<file path="config.mk">
export PLATFORM = sky130hd
export DESIGN_NAME = ngtm_ram
export DESIGN_NICKNAME = d
export VERILOG_FILES = /design/src/design/ngtm_ram.sv
export SDC_FILE = /design/constraint.sdc
export NUM_CORES = 1
export LEC_CHECK = 0
export BUFFER_PORTS_ARGS = -buffer_cell sky130_fd_sc_hd__buf_2
export CAP_MARGIN = 5
export CELL_PAD_IN_SITES_DETAIL_PLACEMENT = 0
export CELL_PAD_IN_SITES_GLOBAL_PLACEMENT = 2
export CORE_UTILIZATION = 49
export DETAILED_ROUTE_END_ITERATION = 10
export GPL_TIMING_DRIVEN = 0
export HOLD_SLACK_MARGIN = 0.02
export PLACE_DENSITY_LB_ADDON = 0.08
export SYNTH_ARGS = -nofsm -noshare
export SYNTH_HDL_FRONTEND = slang
export SYNTH_SLANG_ARGS = --single-unit
</file>
<file path="constraint.sdc">
create_clock -name clk -period 2.85 [get_ports clk]
set_input_delay 0.285 -clock clk [delete_from_list [all_inputs] [get_ports clk]]
set_output_delay 0.285 -clock clk [all_outputs]
set_load 0.01 [all_outputs]
</file>
<file path="src/design/ngtm_ram.sv">
// ngtm_ram: generic single-port synchronous RAM with registered read.
// Width and depth set by parameters; no other dependencies.
module ngtm_ram #(
	parameter int WIDTH = 16,
	parameter int DEPTH = 16
) (
	input  logic                     clk,
	input  logic                     we,
	input  logic [$clog2(DEPTH)-1:0] addr,
	input  logic [WIDTH-1:0]         wdata,
	output logic [WIDTH-1:0]         rdata
);

	logic [WIDTH-1:0] mem [DEPTH];

	always_ff @(posedge clk) begin
		if (we) begin
			mem[addr] <= wdata;
		end
		rdata <= mem[addr];
	end

endmodule

</file>
==> results.md <==
- Compound-cell area share of the yosys netlist: 0.0240
- Peak VDD IR: 0.512 mV
- Routed len/inst: 26.2 um
- Tightest Hold Check Type: primary input to register
- All-layer global routing usage: 0.210
- I/O Buffers: 35
- # H-tree levels: 1
- Gr busiest metal: met1
- Endpoints failing setup: 0
- Status: finished clean
- Mapped Area: between 10000 and 15000 sq um
- Diode count: 0
- Hold Crit Start: wdata[10]
- Pre-CTS setup slack: 382 ps
- Layout area overhead: 18.1%
- Max incr delay on CP: around 590 ps
- Worst R2R Setup Slack: roughly 1500 ps
- Mean Syn Cell Area: approximately 23 sq um
- Die W: 145 um
- Max Cap Viol: 0
- Fin util: 0.598
- Worst-path cell with the longest stage delay: nor2_2
- RR Startpoint: mem[11][3]$_DFFE_PP_
- First-pass GRT wire length: around 32 mm
- Placed cells: approximately 750
- Sequential share of the synthesized area: 0.799
- Reg2reg path depth: 3
- CP endpoint kind: register
- DRC Markers: 0
- Synthesized instance count: about 430
- Fmax: 523 MHz
- Vias in the first global route: roughly 4900
- Crit path cell chain: buf_2 -> clkbuf_1 -> nand2_1 -> nor2_2 -> buf_8
- Final wirelength: approximately 21 mm
- First-pass iteration count of the detailed router: 5
- Setup crit start kind: primary input
- Met2 usage: 0.322
- Fraction of synthesized cell area in xor and xnor cells: 0
- Setup Fix Bufs, Post-CTS: 0
- GPL Wtd Cong: 0.708
- Later-pin clock latency in the skew report: 530 ps
- Reg clk slew, reported paths: 60 ps
- Die area: 21000 sq um
- Initial core utilization: 0.507
- Root Driver: clkbuf_16
- Post-synthesis simple-gate area fraction: 0.0192
- Die Y-Extent: 145 um
- Commonest non-fill, non-tap cell in the layout: edfxtp_1
- Worst Hold Depth: 1
- Post-route clock period utilization: 0.671
- Final Max Tran Viols: 0
- WHS Endpoint: mem[9][10]$_DFFE_PP_
- CP arrival: 2140 ps
- Remaining global-route overflow: 0
- Leak: 3.85 nW
- TritonCTS clock tree: done
- Num rows: 51
- CP max FO: 10
- Grt met3 use: 0.0277
- Post-CTS Resized: 0
- Synth Net Count: 456
- Met1 usage: 0.322
- Minimum clock period: around 1900 ps
- Top-Level Pins: 38
- Post-DP HPWL: 13.5 mm
- Final antenna-violating net count: 0
- Final Non-Filler Cells: approximately 800
- #FFs+latches synth: 272
- TritonCTS Buffers: 28
- Ys Warns: 0
- Mux share of post-synthesis cell area: 0.145
- Pwr Total: 8.69 mW
- Final Skew: 7.67 ps
- Relative slew margins: 0.317
- WS Path Type: primary input to register
- Main combinational cell family by area after synthesis: multiplexers
- Hold_buf cts: 0
- Power Density: 734 nW/um^2
- Maximum root-to-sink buffer count: 3
- Worst path required time: 3080 ps
- Via/cell ratio: 5.81
- Routed vias: 4668
- Fin nets: 539
- Share of layout cells above drive strength 1: 0.343
- Largest net degree at the start of global routing: 17
- DRT iter0 DRCs: 346
- Worst reg2reg endpoint: rdata[3]$_DFF_P_
- Core area: 19800 sq um
- Initial antenna violation count: 0
- Final Hold Viols: 0
- Fin worst setup slack: around 940 ps
- Worst Tran Pin Value: roughly 1000 ps
- Post-synth cell types: 18
- Clk sink count: 272
- Most frequent cells in the layout: edfxtp_1 (256), mux4_2 (62), buf_2 (37)
- Post-synthesis adder-cell area fraction: 0
- RSZ-0062 raised after global routing: no
## through the flow
| step | setup TNS (ps) | area, sq um | hold slack [ps] |
|---|---|---|---|
| 6_report | 0 | 11800 | 130 |
| 5_1_grt | 0 | 11800 | 130 |
| 2_1_floorplan | 0 | 10000 | 384 |
| 4_1_cts | 0 | 11800 | 110 |
| 3_3_place_gp | -97190 | 10500 | 645 |
| 3_5_place_dp | 0 | 10900 | 661 |
## routing by layer
layer,up-vias,wire length [um]
met5,-,0
met4,0,432
met2,107,9920
li1,2015,-
met3,34,778
met1,2512,9900
## cells in the mapped netlist
library cell | number | share of area
nor2b_1 | 2 | 0.0012
buf_6 | 5 | 0.0056
clkbuf_1 | 14 | 0.0052
nand2b_1 | 2 | 0.0012
buf_2 | 2 | 0.0010
nand3_1 | 1 | 0.00050
nor2_1 | 13 | 0.0049
mux4_1 | 2 | 0.0052
edfxtp_1 | 256 | 0.77
and2_1 | 1 | 0.00062
mux4_2 | 62 | 0.14
nor3_1 | 4 | 0.0020
nand3b_1 | 2 | 0.0015
or3b_2 | 1 | 0.00087
dfxtp_1 | 16 | 0.032
buf_4 | 2 | 0.0015
a22oi_1 | 32 | 0.024
nand2_1 | 17 | 0.0064
## how the worst max path moves through the flow
stage / from / endpoint / cells past startpoint
final: addr[1] / mem[15][7]$_DFFE_PP_ / 5
after global routing: addr[1] / mem[15][7]$_DFFE_PP_ / 5
after CTS: addr[1] / mem[15][7]$_DFFE_PP_ / 5
after detailed placement: addr[1] / mem[15][5]$_DFFE_PP_ / 5
after global placement: addr[1] / mem[12][5]$_DFFE_PP_ / 3
after floorplan: addr[2] / mem[0][0]$_DFFE_PP_ / 2
## worst max-delay path: cells and delay by family
family                 cells  cell delay, ps
buffers and inverters      3             950
AND/OR/NAND/NOR            2             890
## report_power, final
part | leakage [nW] | switching (mW) | total, mW | internal [mW]
sequential | 2.45 | 0.0203 | 4.49 | 4.47
clock | 0.478 | 1.44 | 3.77 | 2.33
combinational | 0.930 | 0.252 | 0.428 | 0.177
total | 3.85 | 1.71 | 8.69 | 6.98
## flip-flops by register name, indices dropped and copies added (netlist names)
| name | cells |
|---|---|
| mem | 256 |
| rdata | 16 |
## layout make-up
class                      instances  area [sq um]
sequential                       272          8010
fill                            1441          7950
multi-input combinational        139          1930
clock buffer                      34           754
timing repair buffer              53           460
tap                              265           332
clock inverter                    18           216
buffer                            23           134
## cell families after synthesis
family / after synthesis
compound gates: 32
buf+inv: 23
flops: 272
mux: 64
simple gates: 43
(Power assumes the default switching activity.)
